$ cat config.mk
export PLATFORM = sky130hd
export DESIGN_NAME = radial_led_frame_drawing_engine_unit
export DESIGN_NICKNAME = d
export VERILOG_FILES = /design/src/rtl/rled_pkg.sv /design/src/rtl/radial_led_frame_drawing_engine_unit.sv /design/src/rtl/rled_datapath.sv /design/src/rtl/rled_ctrl.sv
export VERILOG_INCLUDE_DIRS = /design/src /design/src/rtl
export SDC_FILE = /design/constraint.sdc
export NUM_CORES = 2
export LEC_CHECK = 0
export BUFFER_PORTS_ARGS = -buffer_cell sky130_fd_sc_hd__clkbuf_2
export CAP_MARGIN = 40
export CORE_MARGIN = 5
export CORE_UTILIZATION = 25
export DETAILED_ROUTE_END_ITERATION = 10
export PLACE_DENSITY = 0.4
export SYNTH_ARGS = -nofsm -noshare
export SYNTH_HDL_FRONTEND = slang
export SYNTH_SLANG_ARGS = --single-unit
export TNS_END_PERCENT = 30
$ cat constraint.sdc
create_clock -name aclk -period 8.75 [get_ports aclk]
set_clock_uncertainty 0.15 [all_clocks]
set_input_delay 0.4375 -clock aclk [delete_from_list [all_inputs] [get_ports aclk]]
set_output_delay 0.4375 -clock aclk [all_outputs]
set_load 0.02 [all_outputs]
$ cat src/rtl/assert_macros.svh
// ----------------------------------------------------------------------------
// assert_macros.svh
// shared concurrent assertion macros
// ----------------------------------------------------------------------------
`ifndef ASSERT_MACROS_SVH
`define ASSERT_MACROS_SVH

// check that is switched off while reset is held
`define ASSERT_CLK(label, clk, rstn, prop, msg) \
    label: assert property (@(posedge clk) disable iff (!rstn) prop) else $error(msg);

// check that also runs through reset
`define ASSERT_ALWAYS(label, clk, prop, msg) \
    label: assert property (@(posedge clk) prop) else $error(msg);

`endif

$ cat src/rtl/rled_pkg.sv
// ----------------------------------------------------------------------------
// rled_pkg
// shared constants, types and helper functions of the radial led engine
// ----------------------------------------------------------------------------
`timescale 1ns / 1ps

package rled_pkg;

    // wheel geometry
    localparam int SPOKE_COUNT    = 12;
    localparam int LEDS_PER_SPOKE = 8;
    localparam int STRIP_LENGTH   = 96;
    localparam int WHEEL_PIXELS   = SPOKE_COUNT * LEDS_PER_SPOKE;

    // request field widths
    localparam int CMD_W   = 3;
    localparam int COLOR_W = 24;
    localparam int SPOKE_W = 4;
    localparam int POS_W   = 3;
    localparam int PCT_W   = 16;
    localparam int SIDX_W  = 7;

    // packing of s_tdata, lowest field first
    localparam int COLOR_LSB = 0;
    localparam int SPOKE_LSB = COLOR_LSB + COLOR_W;
    localparam int POS_LSB   = SPOKE_LSB + SPOKE_W;
    localparam int PCT_LSB   = POS_LSB + POS_W;
    localparam int SIDX_LSB  = PCT_LSB + PCT_W;
    localparam int S_DATA_W  = SIDX_LSB + SIDX_W;
    localparam int S_TDATA_W = ((S_DATA_W + 7) / 8) * 8;
    localparam int M_TDATA_W = ((COLOR_W + 7) / 8) * 8;

    // internal widths
    localparam int ADDR_W    = $clog2(STRIP_LENGTH);
    localparam int SEG_W     = $clog2(SPOKE_COUNT);
    localparam int LED_W     = (LEDS_PER_SPOKE > 1) ? $clog2(LEDS_PER_SPOKE) : 1;
    localparam int CNT_SPAN  = (SPOKE_COUNT > LEDS_PER_SPOKE) ? SPOKE_COUNT : LEDS_PER_SPOKE;
    localparam int CNT_W     = $clog2(CNT_SPAN);
    localparam int IDX_SPAN0 = (WHEEL_PIXELS > STRIP_LENGTH) ? WHEEL_PIXELS : STRIP_LENGTH;
    localparam int IDX_SPAN  = (IDX_SPAN0 > (2 ** SIDX_W)) ? IDX_SPAN0 : (2 ** SIDX_W);
    localparam int IDX_W     = $clog2(IDX_SPAN + 1);

    // percent to level arithmetic, q1.15 with round half up
    localparam int Q_FRAC     = 15;
    localparam int ROUND_HALF = 2 ** (Q_FRAC - 1);
    localparam int PROD_W     = PCT_W + 8;
    localparam int LVL_W      = PROD_W - Q_FRAC;

    // conditional subtracts needed to wrap a spoke number
    localparam int SPOKE_MOD_STEPS = ((2 ** SPOKE_W) - 1) / SPOKE_COUNT;

    typedef enum logic [CMD_W-1:0] {
        CMD_SET_ALL    = 3'd0,
        CMD_SET_LED    = 3'd1,
        CMD_FILL_LEVEL = 3'd2,
        CMD_FILL_PCT   = 3'd3,
        CMD_RING_ALL   = 3'd4,
        CMD_RING_PCT   = 3'd5,
        CMD_ROTATE     = 3'd6,
        CMD_READ       = 3'd7
    } cmd_t;

    // controller to datapath
    typedef struct packed {
        logic             draw;
        logic             rot_rd;
        logic             rot_wr;
        logic             rot_swap;
        logic             clear_all;
        logic             rd_pixel;
        logic             load_out;
        logic [CNT_W-1:0] cnt;
        logic [SEG_W-1:0] seg;
        logic [LED_W-1:0] led;
    } dp_ctl_t;

    // datapath to controller
    typedef struct packed {
        cmd_t             cmd;
        logic [CNT_W-1:0] last;
    } dp_sts_t;

    // clamp(round(pct * n) - 1, 0, n - 1)
    function automatic logic [CNT_W-1:0] pct_level(input logic [PCT_W-1:0] pct, input int n);
        logic [PROD_W-1:0] prod;
        logic [LVL_W-1:0]  r;
        logic [LVL_W-1:0]  top;
        logic [LVL_W-1:0]  lvl;
        prod = PROD_W'(pct) * PROD_W'(n) + PROD_W'(ROUND_HALF);
        r    = prod[PROD_W-1:Q_FRAC];
        top  = LVL_W'(n - 1);
        if (r == '0) begin
            lvl = '0;
        end else if ((r - LVL_W'(1)) > top) begin
            lvl = top;
        end else begin
            lvl = r - LVL_W'(1);
        end
        return CNT_W'(lvl);
    endfunction

    // spoke number reduced into 0..SPOKE_COUNT-1
    function automatic logic [SEG_W-1:0] spoke_wrap(input logic [SPOKE_W-1:0] s);
        logic [SPOKE_W-1:0] v;
        v = s;
        for (int i = 0; i < SPOKE_MOD_STEPS; i++) begin
            if (32'(v) >= 32'(SPOKE_COUNT)) begin
                v = v - SPOKE_W'(SPOKE_COUNT);
            end
        end
        return SEG_W'(v);
    endfunction

    // strip index of led j on a logical spoke, serpentine wiring
    function automatic logic [IDX_W-1:0] led_addr(input logic [SEG_W-1:0] s,
                                                  input logic [IDX_W-1:0] led);
        logic [SEG_W:0]   t;
        logic [SEG_W:0]   seg;
        logic [IDX_W-1:0] base;
        t    = (SEG_W+1)'(SPOKE_COUNT + SPOKE_COUNT / 2) - {1'b0, s};
        seg  = (t >= (SEG_W+1)'(SPOKE_COUNT)) ? t - (SEG_W+1)'(SPOKE_COUNT) : t;
        base = IDX_W'(seg) * IDX_W'(LEDS_PER_SPOKE);
        return seg[0] ? base + led : base + IDX_W'(LEDS_PER_SPOKE - 1) - led;
    endfunction

endpackage

$ cat src/rtl/radial_led_frame_drawing_engine_unit.sv
// ----------------------------------------------------------------------------
// radial_led_frame_drawing_engine_unit
// Each request runs to its result through the single read and single write port of
// the store; a rotate takes 13 x 8 store reads plus 12 segment swaps. One request
// at a time; the next one is taken once the result is registered.
// Synchronous reset makes the whole store read black at once.
// ----------------------------------------------------------------------------
`timescale 1ns / 1ps
`include "assert_macros.svh"

module radial_led_frame_drawing_engine_unit
    import rled_pkg::*;
(
    input  logic                 aclk,
    input  logic                 aresetn,
    input  logic                 s_tvalid,
    output logic                 s_tready,
    // color, spoke, position, percent, strip_index
    input  logic [S_TDATA_W-1:0] s_tdata,
    // command
    input  logic [CMD_W-1:0]     s_tuser,
    output logic                 m_tvalid,
    input  logic                 m_tready,
    // read_color
    output logic [M_TDATA_W-1:0] m_tdata,
    // is_read
    output logic                 m_tuser
);

    logic               accept;
    dp_ctl_t            ctl;
    dp_sts_t            sts;
    logic [COLOR_W-1:0] read_color;

    assign accept = s_tvalid && s_tready;

    // sequencer
    rled_ctrl u_ctrl (
        .aclk     (aclk),
        .aresetn  (aresetn),
        .accept   (accept),
        .m_tready (m_tready),
        .sts      (sts),
        .s_tready (s_tready),
        .m_tvalid (m_tvalid),
        .ctl      (ctl)
    );

    // store and arithmetic
    rled_datapath u_datapath (
        .aclk           (aclk),
        .aresetn        (aresetn),
        .accept         (accept),
        .in_command     (s_tuser),
        .in_color       (s_tdata[COLOR_LSB +: COLOR_W]),
        .in_spoke       (s_tdata[SPOKE_LSB +: SPOKE_W]),
        .in_position    (s_tdata[POS_LSB +: POS_W]),
        .in_percent     (s_tdata[PCT_LSB +: PCT_W]),
        .in_strip_index (s_tdata[SIDX_LSB +: SIDX_W]),
        .ctl            (ctl),
        .sts            (sts),
        .read_color     (read_color),
        .is_read        (m_tuser)
    );

    assign m_tdata = M_TDATA_W'(read_color);

    // checks
    `ASSERT_CLK(a_one_request_at_a_time, aclk, aresetn, accept |=> !s_tready, "request taken while busy")
    `ASSERT_CLK(a_no_result_overwrite, aclk, aresetn, ctl.load_out |-> (!m_tvalid || m_tready), "pending result overwritten")
    `ASSERT_CLK(a_non_read_is_black, aclk, aresetn, (m_tvalid && !m_tuser) |-> (m_tdata == '0), "non read result carries colour")
    `ASSERT_ALWAYS(a_reset_drops_result, aclk, !aresetn |=> !m_tvalid, "result valid after reset")

endmodule

$ cat src/rtl/rled_datapath.sv
// ----------------------------------------------------------------------------
// rled_datapath
// request registers, pixel store, rotate segment buffers and result register
// ----------------------------------------------------------------------------
`timescale 1ns / 1ps

module rled_datapath
    import rled_pkg::*;
(
    input  logic               aclk,
    input  logic               aresetn,
    input  logic               accept,
    input  logic [CMD_W-1:0]   in_command,
    input  logic [COLOR_W-1:0] in_color,
    input  logic [SPOKE_W-1:0] in_spoke,
    input  logic [POS_W-1:0]   in_position,
    input  logic [PCT_W-1:0]   in_percent,
    input  logic [SIDX_W-1:0]  in_strip_index,
    input  dp_ctl_t            ctl,
    output dp_sts_t            sts,
    output logic [COLOR_W-1:0] read_color,
    output logic               is_read
);

    // request registers
    cmd_t               cmd_reg;
    logic [COLOR_W-1:0] color_reg;
    logic [SEG_W-1:0]   spoke_reg;
    logic [POS_W-1:0]   pos_reg;
    logic [CNT_W-1:0]   last_reg;
    logic [SIDX_W-1:0]  sidx_reg;
    logic [CNT_W-1:0]   last_next;
    cmd_t               in_cmd;

    // pixel store
    logic [COLOR_W-1:0]      mem [STRIP_LENGTH];
    logic [STRIP_LENGTH-1:0] valid_reg;
    logic [COLOR_W-1:0]      bg_reg;
    logic [COLOR_W-1:0]      rdata_reg;
    logic                    rd_valid_reg;
    logic                    rd_in_reg;
    logic [COLOR_W-1:0]      pix_rdata;

    // rotate buffers
    logic [COLOR_W-1:0] hold_reg [LEDS_PER_SPOKE];
    logic [COLOR_W-1:0] cap_reg  [LEDS_PER_SPOKE];
    logic               rd_cap_reg;
    logic [LED_W-1:0]   rd_led_reg;

    // result register
    logic [COLOR_W-1:0] read_color_reg;
    logic               is_read_reg;

    // address and port logic
    logic               is_ring;
    logic               is_fill;
    logic [SEG_W-1:0]   draw_spoke;
    logic [IDX_W-1:0]   draw_led;
    logic [IDX_W-1:0]   draw_idx;
    logic               draw_ok;
    logic [IDX_W-1:0]   rot_idx;
    logic [IDX_W-1:0]   wr_idx;
    logic [COLOR_W-1:0] wr_data;
    logic               wr_en;
    logic [IDX_W-1:0]   rd_idx;
    logic               rd_en;
    logic [ADDR_W-1:0]  wr_addr;
    logic [ADDR_W-1:0]  rd_addr;

    assign in_cmd = cmd_t'(in_command);

    // last loop count of the request
    always_comb begin
        case (in_cmd)
            CMD_FILL_LEVEL: begin
                if (IDX_W'(in_position) > IDX_W'(LEDS_PER_SPOKE - 1)) begin
                    last_next = CNT_W'(LEDS_PER_SPOKE - 1);
                end else begin
                    last_next = CNT_W'(in_position);
                end
            end
            CMD_FILL_PCT: last_next = pct_level(in_percent, LEDS_PER_SPOKE);
            CMD_RING_ALL: last_next = CNT_W'(SPOKE_COUNT - 1);
            CMD_RING_PCT: last_next = pct_level(in_percent, SPOKE_COUNT);
            default:      last_next = '0;
        endcase
    end

    // capture the request
    always_ff @(posedge aclk) begin
        if (accept) begin
            cmd_reg   <= in_cmd;
            color_reg <= in_color;
            spoke_reg <= spoke_wrap(in_spoke);
            pos_reg   <= in_position;
            last_reg  <= last_next;
            sidx_reg  <= in_strip_index;
        end
    end

    assign sts.cmd  = cmd_reg;
    assign sts.last = last_reg;

    // draw step: spoke and led from the loop count or the request
    assign is_ring    = (cmd_reg == CMD_RING_ALL) || (cmd_reg == CMD_RING_PCT);
    assign is_fill    = (cmd_reg == CMD_FILL_LEVEL) || (cmd_reg == CMD_FILL_PCT);
    assign draw_spoke = is_ring ? SEG_W'(ctl.cnt) : spoke_reg;
    assign draw_led   = is_fill ? IDX_W'(ctl.cnt) : IDX_W'(pos_reg);
    assign draw_idx   = led_addr(draw_spoke, draw_led);
    assign draw_ok    = draw_led < IDX_W'(LEDS_PER_SPOKE);

    // rotate step: same pixel is read and rewritten
    assign rot_idx = IDX_W'(ctl.seg) * IDX_W'(LEDS_PER_SPOKE) + IDX_W'(ctl.led);

    // store ports
    assign wr_idx  = ctl.rot_wr ? rot_idx : draw_idx;
    assign wr_data = ctl.rot_wr ? hold_reg[LED_W'(LEDS_PER_SPOKE - 1) - ctl.led] : color_reg;
    assign wr_en   = ((ctl.draw && draw_ok) || ctl.rot_wr) &&
                     (wr_idx < IDX_W'(STRIP_LENGTH));
    assign rd_idx  = ctl.rot_rd ? rot_idx : IDX_W'(sidx_reg);
    assign rd_en   = ctl.rot_rd || ctl.rd_pixel;
    assign wr_addr = wr_idx[ADDR_W-1:0];
    assign rd_addr = rd_idx[ADDR_W-1:0];

    // pixel memory, read before write
    always_ff @(posedge aclk) begin
        if (wr_en) begin
            mem[wr_addr] <= wr_data;
        end
        if (rd_en) begin
            rdata_reg    <= mem[rd_addr];
            rd_valid_reg <= valid_reg[rd_addr];
            rd_in_reg    <= rd_idx < IDX_W'(STRIP_LENGTH);
        end
    end

    // written flags and background colour, set all clears the flags and loads its colour as background
    always_ff @(posedge aclk) begin
        if (!aresetn) begin
            valid_reg <= '0;
            bg_reg    <= '0;
        end else if (ctl.clear_all) begin
            valid_reg <= '0;
            bg_reg    <= color_reg;
        end else if (wr_en) begin
            valid_reg[wr_addr] <= 1'b1;
        end
    end

    assign pix_rdata = !rd_in_reg ? '0 : (rd_valid_reg ? rdata_reg : bg_reg);

    // rotate read tracking
    always_ff @(posedge aclk) begin
        if (!aresetn) begin
            rd_cap_reg <= 1'b0;
        end else begin
            rd_cap_reg <= ctl.rot_rd;
        end
    end

    always_ff @(posedge aclk) begin
        rd_led_reg <= ctl.led;
    end

    // collect the old segment, hand it over at the swap step
    always_ff @(posedge aclk) begin
        if (rd_cap_reg) begin
            cap_reg[rd_led_reg] <= pix_rdata;
        end
        if (ctl.rot_swap) begin
            for (int k = 0; k < LEDS_PER_SPOKE; k++) begin
                if (rd_cap_reg && (rd_led_reg == LED_W'(k))) begin
                    hold_reg[k] <= pix_rdata;
                end else begin
                    hold_reg[k] <= cap_reg[k];
                end
            end
        end
    end

    // result register
    always_ff @(posedge aclk) begin
        if (ctl.load_out) begin
            read_color_reg <= (cmd_reg == CMD_READ) ? pix_rdata : '0;
            is_read_reg    <= cmd_reg == CMD_READ;
        end
    end

    assign read_color = read_color_reg;
    assign is_read    = is_read_reg;

endmodule

$ cat src/rtl/rled_ctrl.sv
// ----------------------------------------------------------------------------
// rled_ctrl
// request sequencer: draw loops, rotate sweep and result handoff
// ----------------------------------------------------------------------------
`timescale 1ns / 1ps

module rled_ctrl
    import rled_pkg::*;
(
    input  logic    aclk,
    input  logic    aresetn,
    input  logic    accept,
    input  logic    m_tready,
    input  dp_sts_t sts,
    output logic    s_tready,
    output logic    m_tvalid,
    output dp_ctl_t ctl
);

    typedef enum logic [2:0] {
        ST_IDLE,
        ST_EXEC,
        ST_DRAW,
        ST_ROT_PRE,
        ST_ROT_SWAP,
        ST_ROT_STEP,
        ST_FINISH
    } state_t;

    localparam logic [LED_W-1:0] LAST_LED = LED_W'(LEDS_PER_SPOKE - 1);
    localparam logic [SEG_W-1:0] LAST_SEG = SEG_W'(SPOKE_COUNT - 1);

    state_t           state_reg, state_next;
    logic [CNT_W-1:0] cnt_reg, cnt_next;
    logic [SEG_W-1:0] seg_reg, seg_next;
    logic [LED_W-1:0] led_reg, led_next;
    logic             out_valid_reg, out_valid_next;

    // next state and datapath commands
    always_comb begin
        state_next    = state_reg;
        cnt_next      = cnt_reg;
        seg_next      = seg_reg;
        led_next      = led_reg;
        ctl           = '0;
        ctl.cnt       = cnt_reg;
        ctl.seg       = seg_reg;
        ctl.led       = led_reg;
        case (state_reg)
            ST_IDLE: begin
                if (accept) begin
                    state_next = ST_EXEC;
                end
            end
            ST_EXEC: begin
                case (sts.cmd)
                    CMD_SET_ALL: begin
                        ctl.clear_all = 1'b1;
                        state_next    = ST_FINISH;
                    end
                    CMD_ROTATE: begin
                        seg_next   = LAST_SEG;
                        led_next   = '0;
                        state_next = ST_ROT_PRE;
                    end
                    CMD_READ: begin
                        ctl.rd_pixel = 1'b1;
                        state_next   = ST_FINISH;
                    end
                    default: begin
                        cnt_next   = '0;
                        state_next = ST_DRAW;
                    end
                endcase
            end
            ST_DRAW: begin
                ctl.draw = 1'b1;
                if (cnt_reg == sts.last) begin
                    state_next = ST_FINISH;
                end else begin
                    cnt_next = cnt_reg + CNT_W'(1);
                end
            end
            // read the last segment before anything is rewritten
            ST_ROT_PRE: begin
                ctl.rot_rd = 1'b1;
                if (led_reg == LAST_LED) begin
                    led_next   = '0;
                    seg_next   = '0;
                    state_next = ST_ROT_SWAP;
                end else begin
                    led_next = led_reg + LED_W'(1);
                end
            end
            ST_ROT_SWAP: begin
                ctl.rot_swap = 1'b1;
                state_next   = ST_ROT_STEP;
            end
            ST_ROT_STEP: begin
                ctl.rot_rd = 1'b1;
                ctl.rot_wr = 1'b1;
                if (led_reg == LAST_LED) begin
                    led_next = '0;
                    if (seg_reg == LAST_SEG) begin
                        state_next = ST_FINISH;
                    end else begin
                        seg_next   = seg_reg + SEG_W'(1);
                        state_next = ST_ROT_SWAP;
                    end
                end else begin
                    led_next = led_reg + LED_W'(1);
                end
            end
            ST_FINISH: begin
                if (!out_valid_reg || m_tready) begin
                    ctl.load_out = 1'b1;
                    state_next   = ST_IDLE;
                end
            end
            default: begin
                state_next = ST_IDLE;
            end
        endcase
    end

    // result slot
    always_comb begin
        if (ctl.load_out) begin
            out_valid_next = 1'b1;
        end else if (m_tready) begin
            out_valid_next = 1'b0;
        end else begin
            out_valid_next = out_valid_reg;
        end
    end

    // state and registered outputs
    always_ff @(posedge aclk) begin
        if (!aresetn) begin
            state_reg     <= ST_IDLE;
            cnt_reg       <= '0;
            seg_reg       <= '0;
            led_reg       <= '0;
            out_valid_reg <= 1'b0;
        end else begin
            state_reg     <= state_next;
            cnt_reg       <= cnt_next;
            seg_reg       <= seg_next;
            led_reg       <= led_next;
            out_valid_reg <= out_valid_next;
        end
    end

    assign s_tready = state_reg == ST_IDLE;
    assign m_tvalid = out_valid_reg;

endmodule

Yosys cells after proc, flatten, opt, wreduce, memory -nomap -nowiden:

Memory sizes are Yosys's and may differ from the RTL's. A register that Yosys moved wholly into a read port is not among the register bits.
Cells that the tools add are included.

* bits in registers: 211
* output and inout bits: 27
* memory bits (writable): 2688
* input port bits: 63
* memories: 3

Memory list
* u_datapath.mem: depth 96, bits a word 24, rd ports 1, clocked after Yosys merged registers in 1, wr ports 1, line rled_datapath.sv:36 `logic [COLOR_W-1:0] mem [STRIP_LENGTH];`
* u_datapath.cap_reg: depth 8, bits a word 24, rd ports 8, clocked after Yosys merged registers in 0, wr ports 1, line rled_datapath.sv:46 `logic [COLOR_W-1:0] cap_reg [LEDS_PER_SPOKE];`
* u_datapath.hold_reg: depth 8, bits a word 24, rd ports 1, clocked after Yosys merged registers in 0, wr ports 8, line rled_datapath.sv:45 `logic [COLOR_W-1:0] hold_reg [LEDS_PER_SPOKE];`

* eq/ne operators: 35
* order comparisons: 10
* mux-type cells: 109
* multiply operators: 1
* reductions and logical operators: 35
* add/subtract/negate cells: 15
* bitwise operators: 10

Operators by type and width (count)
* $mux 24: 11
* $or 96x96->96: 1
* $mux 1: 64
* $mux 4: 13
* $eq 3x3->1 const B: 14
* $eq 3x2->1 const B: 8
* $mux 8: 3
* $add 20x15->21 const B: 1
* $mux 3: 7
* $pmux 3 s7: 1
* $add 19x15->20 const B: 1
* $logic_not 9->1: 2
* $mul 16x2->18 const B: 1
* $lt 7x8->1 const B: 2
* $lt 8x7->1 const B: 2
* $pmux 4 s4: 1
* $logic_and 1x1->1: 12
* $pmux 3 s2: 2
* $pmux 4 s3: 1
* $ne 2x1->1 const B: 5
* $reduce_and 5->1: 2
* $gt 9x3->1 const B: 1
* $gt 9x4->1 const B: 1
* $logic_not 3->1: 3
* 35 further kinds: 56

Longest topological paths before layout:

* word-level depth: 15
* depth in mapped cells: 23

Cells and area by module:

From an unflattened synthesis, not the netlist that was laid out.

* cell total of the unflattened synthesis: 6222
* area, all modules: 115637.2 um^2

Modules (own cells, without submodules)
* rled_datapath: cells each 6100, times used 1, sequential area each 86082.6 um^2, area an instance 114601.2 um^2
* rled_ctrl: cells each 121, times used 1, sequential area each 300.3 um^2, area an instance 1029.7 um^2
* radial_led_frame_drawing_engine_unit: cells each 1, times used 1, sequential area each 0.0 um^2, area an instance 6.3 um^2

Worst setup path before layout:

No wires, ideal clock.

* path kind: flip-flop to flip-flop
* start: register u_ctrl.led_reg[1]
* end: memory u_datapath.mem[0][15], data pin
* data arrival time: 5.293 ns
* required time: 7.651 ns
* setup slack: 2.357 ns
* stages on the path, launching flop included: 7
* setup time: 0.949 ns
* period minus slack after synthesis: 6.393 ns
* path through: dfxtp_1 -> clkbuf_1 -> buf_1 -> clkbuf_1 -> mux4_2 -> mux2i_1 -> o21ai_0

* word-level cells in the longest chain between the ends: 3

RTL lines
* from (decl): line rled_ctrl.sv:36 `logic [LED_W-1:0] led_reg, led_next;`
* from (signal assigned): line rled_ctrl.sv:149 `led_reg <= led_next;`
* $sub 3x3->3: line rled_datapath.sv:117 `assign wr_data = ctl.rot_wr ? hold_reg[LED_W'(LEDS_PER_SPOKE - 1) - ctl.led] : color_reg;`
* $mem_v2 8x24
* $mux 24: line rled_datapath.sv:117
* named net u_datapath.wr_data[15]: line rled_datapath.sv:63 `logic [COLOR_W-1:0] wr_data;`
* to (decl): line rled_datapath.sv:36

The timed path passes the listed nets, and every way through them passes these cells.

Worst setup path after layout:

* start: register u_datapath.cmd_reg[1]
* end: memory u_datapath.mem[17][15], enable pin

* word-level cells in the longest chain between the ends: 14
* elaborated cells on any way between the ends: 24
* those cells by class: 5 x add/sub; 3 x order compare; 4 x eq/ne; 7 x mux; 5 x reduce/logical

RTL lines
* from (decl): line rled_datapath.sv:26 `cmd_t cmd_reg;`
* from (signal assigned): line rled_datapath.sv:92 `cmd_reg <= in_cmd;`
* $eq 3x3->1: line rled_datapath.sv:105 `assign is_ring = (cmd_reg == CMD_RING_ALL) || (cmd_reg == CMD_RING_PCT);`
* $logic_or 1x1->1: line rled_datapath.sv:105
* $mux 4: line rled_datapath.sv:107 `assign draw_spoke = is_ring ? SEG_W'(ctl.cnt) : spoke_reg;`
* $sub 5x4->5: line rled_pkg.sv:120 `t = (SEG_W+1)'(SPOKE_COUNT + SPOKE_COUNT / 2) - {1'b0, s};`
* $sub 5x4->5 / $ge 5x4->1 (equally long branches): line rled_pkg.sv:121 `seg = (t >= (SEG_W+1)'(SPOKE_COUNT)) ? t - (SEG_W+1)'(SPOKE_COUNT) : t;`
* $mux 5: line rled_pkg.sv:121
* $add 8x3->8: line rled_pkg.sv:123 `return seg[0] ? base + led : base + IDX_W'(LEDS_PER_SPOKE - 1) - led;`
* $sub 8x8->8: line rled_pkg.sv:123
* $mux 8: line rled_pkg.sv:123
* $mux 8: line rled_datapath.sv:116 `assign wr_idx = ctl.rot_wr ? rot_idx : draw_idx;`
* $lt 8x7->1: line rled_datapath.sv:119 `(wr_idx < IDX_W'(STRIP_LENGTH));`
* $logic_and 1x1->1: line rled_datapath.sv:118 `assign wr_en = ((ctl.draw && draw_ok) || ctl.rot_wr) &&`
* $mux 1: line rled_datapath.sv:127 `if (wr_en) begin`
* $mux 1 (implied by the code): line rled_datapath.sv:128 `mem[wr_addr] <= wr_data;`

Parallel ways exist; a longest one is shown, timed or not.

==> key figures <==
Run status
  • Run status: finished, final reports clean

Pwr
  • Leakage Power: 42.7 nW
  • Pwr dens: 312 nW/um^2
  • Switching share of total power: 33.0%
  • Share of power burned in the clock network: 32.1%
  • Cell-internal power: 28.4 mW
  • P_sw: 14.0 mW
  • Final Power: 42.4 mW
  • Comb power frac: 27.4%
  • Worst vdd rail ir drop: 194 uV
  • Sequential power share: 40.4%

Final layout
  • Area overhead of the layout relative to synthesis: 18.7%
  • Commonest non-fill, non-tap cells in the layout: edfxtp_1, nand2_1, mux4_2
  • Leading cell type in the layout, fill and taps excluded: edfxtp_1
  • Fraction of final layout cells sized beyond drive strength 1: 24.9%
  • Max reg flops: 2304
  • Non-Filler Instances: 12900
  • Count of nets after finishing: 6699
  • Final standard cell utilization of the core: 29.8%

Synth
  • Share of synthesized flip-flops with an asynchronous set or reset: 0%
  • Synthesis-stage register bit count: 2923
  • Largest cells by area after synthesis: edfxtp_1, mux4_2, nand2_1
  • Area share of the largest cell type after synthesis: 73.2%
  • Sequential element share of the synthesized area: 75.6%
  • Most common flop cell mapped by yosys: edfxtp_1
  • Distinct cells, synth: 67
  • Synth Area in Simple Gates: 4.73%
  • Synth Area in Compound Gates: 3.48%
  • Main combinational cell family by area after synthesis: multiplexers
  • Post-synth EDFFs: 2784
  • Adder and majority gate portion of the synthesized area: 0.379%
  • Post-Syn Area per Cell: 18.5 sq um
  • Xor and xnor area share after synthesis: 0.222%
  • Net count after synthesis: 6280
  • Share of cell area taken by muxes after synthesis: 14.1%
  • Netlist area before placement: 114000 sq um
  • Total number of yosys warnings: 0
  • Synthesized instance count: 6183
  • Cell accounting for the most synthesized area: edfxtp_1

Clocking
  • Inserted Clock Buffers: 330
  • H-tree depth: 5
  • Deepest clock path buffer count: 4
  • Clock tree from TritonCTS: yes
  • Worst-skew pair later-pin latency: 0.95 ns
  • Root buf cell: clkbuf_16
  • Register clock-pin slew on the reported worst setup and hold paths: 0.06 ns
  • Clock sink total: 2923

Global routing
  • Residual overflow from global routing: 0
  • Global-route wire length before repair: 495000 um
  • Antenna violations before repair: 31
  • Largest net degree at the start of global routing: 107
  • Vias in the first global route: 60600
  • Overall global routing resource usage: 14.8%

Detailed routing
  • Via count normalized by instance count: 4.65
  • Starting DRC count in detailed routing: 5677
  • Count of antenna-violating nets left after detailed routing: 0
  • First-pass detailed-route iteration total: 8
  • Routed WL per cell: 27.7 um
  • Number of remaining DRC errors: 0
  • Total wirelength of the detailed-routed design: 357000 um
  • Overall via count from detail_route: 59900

Critical path
  • CP Class: reg2reg
  • Critical-path cell list: nand2b_1 > mux2i_1 > inv_2 > ha_1 > xnor2_1 > ha_1 > nand2_1 > and4_1 > o21ai_0 > nand3_1 > ha_1 > inv_1 > a21oi_1 > nor2_1 > nor2_1 > xor2_1 > o211ai_1 > a211oi_2 > o211ai_1 > buf_4 > nor2_2 > buf_4
  • Critical path's most frequent cell: ha_1
  • Worst Path Arrival: 7.54 ns
  • Reg-to-Reg Start: u_datapath.cmd_reg[1]
  • Origin of the worst setup path: u_datapath.cmd_reg[1]
  • Master of the slowest instance on the critical path: mux2i_1
  • Critical path capture point: u_datapath.mem[17][15]
  • Type of element capturing the critical path: register
  • Crit path max fanout: 16
  • Delay of the slowest cell on the worst path: 0.74 ns
  • CP Data Required Time: 9.16 ns
  • Setup slack of the most critical reg-to-reg path: 1.62 ns
  • Setup crit start kind: register
  • Worst Reg2Reg Path Length in Cells: 22
  • Critical register-to-register path endpoint: u_datapath.mem[17][15]

Placed design
  • Half-perimeter wire length of the detailed placement result: 212000 um
  • Placed Cells incl. Taps: 12200
  • IO Port Bufs: 87
  • Final RePlAce weighted congestion: 0.797

Die
  • Core area: 456000 sq um
  • Width of the die: 686 um
  • Initial Utilization: 25.1%
  • Site row count: 248
  • Full die area: 471000 sq um
  • Count of boundary I/O pins: 90
  • Die Y: 686 um

STA
  • Actual slew at the worst max-slew pin: 1.08 ns
  • Share of the clock period used by the worst path: 81.5%
  • Summed negative setup slack over all endpoints: 0 ns
  • Maximum clock rate: 0.140 GHz
  • Unrepaired setup endpoints after global routing: no
  • Endpoints failing hold: 0
  • Total setup violations reported at the end of the flow: 0
  • Worst slew margin relative to its limit: 27.4%
  • Clock period minus worst slack: 7.13 ns
  • WHS: 0.0983 ns
  • Total count of max-transition violations in the final report: 0

Hold path
  • Startpoint of the tightest hold check path: m_tready
  • Worst min-delay path class: in2reg

Flow run
  • Number of violations of the max-capacitance limit: 0
-- cells in the mapped netlist (19+ instances only) --
cell / instances
nand3_1: 166
dfxtp_1: 139
buf_1: 46
inv_1: 45
a311oi_1: 25
mux2_2: 34
ha_1: 33
mux2i_1: 112
nor2_1: 193
and3_1: 34
a31oi_1: 32
mux4_2: 648
o21ai_0: 322
o21ai_1: 19
buf_2: 112
edfxtp_1: 2784
a2111oi_0: 24
nand2_1: 849
a21oi_1: 150
clkbuf_1: 210
o221ai_1: 26
-- power groups by stage --
stage          Sequential [mW]  Clock (mW)  Combinational (mW)
3_5_place_dp              17.4           0                11.8
2_1_floorplan             17.6           0                5.97
6_report                  17.1        13.6                11.6
3_3_place_gp              17.4           0                11.4
5_1_grt                   17.2        14.6                12.3
4_1_cts                   17.1        14.0                11.9
-- area by class of cell --
type                            instances  area [sq um]
Antenna cell                           16          40.0
Clock buffer                          439          9100
Clock inverter                        161          1500
Fill cell                           44600        320000
Inverter                               46           178
Multi-Input combinational cell       2846         27000
Sequential cell                      2923         86400
Tap cell                             6000          7510
Timing Repair Buffer                  455          3940
-- logic make-up (layout without fill, tap and decap cells) --
| kind of cell | Yosys count | in the layout |
|---|---|---|
| compound gates | 675 | 675 |
| xor+xnor | 29 | 29 |
| fa+ha+maj | 34 | 34 |
| buf+inv | 414 | 1101 |
| flops | 2923 | 2923 |
| mux | 795 | 795 |
| other cells | 0 | 16 |
| simple gates | 1313 | 1313 |
-- metrics by stage --
stage / worst slack [ns] / cell area (sq um)
after floorplan: 2.36 / 114000
after global placement: 1.59 / 124000
after detailed placement: 1.79 / 124000
after CTS: 1.69 / 136000
after global routing: 1.08 / 136000
final: 1.62 / 136000
-- per-layer routing --
metal,track usage [%],vias to the layer above,share of wire [%]
met5,0,-,0
met4,3.80,0,2.5
met3,2.27,396,5.7
met2,23.4,1883,46
met1,21.2,32100,45
li1,-,25600,-
-- timing repair --
action	in CTS	in global routing
endpoints found under the hold margin	48	0
endpoints found under the setup margin	0	0
gates resized for setup	0	0
setup buffers	0	0
hold buffers	52	0
-- critical path, delay by kind of cell, from the launching register on --
family / cells / cell delay [ns]
mux: 1 / 0.74
buf+inv: 4 / 0.95
flops: 1 / 0.41
fa+ha+maj: 3 / 0.97
simple gates: 7 / 1.56
compound gates: 5 / 1.53
xor+xnor: 2 / 0.41
-- how the worst min path moves through the flow --
stage	slack [ns]	endpoint	depth (start not counted)
after global placement	0.28	u_datapath.valid_reg[68]	2
final	0.1	u_ctrl.m_tvalid	4
after global routing	0.06	u_datapath.color_reg[17]	2
after detailed placement	0.29	u_datapath.valid_reg[89]	2
after floorplan	0.20	u_datapath.rd_led_reg[1]	0
after CTS	0.001	u_ctrl.m_tvalid	4
No activity file was read; power rests on OpenSTA's default activity.
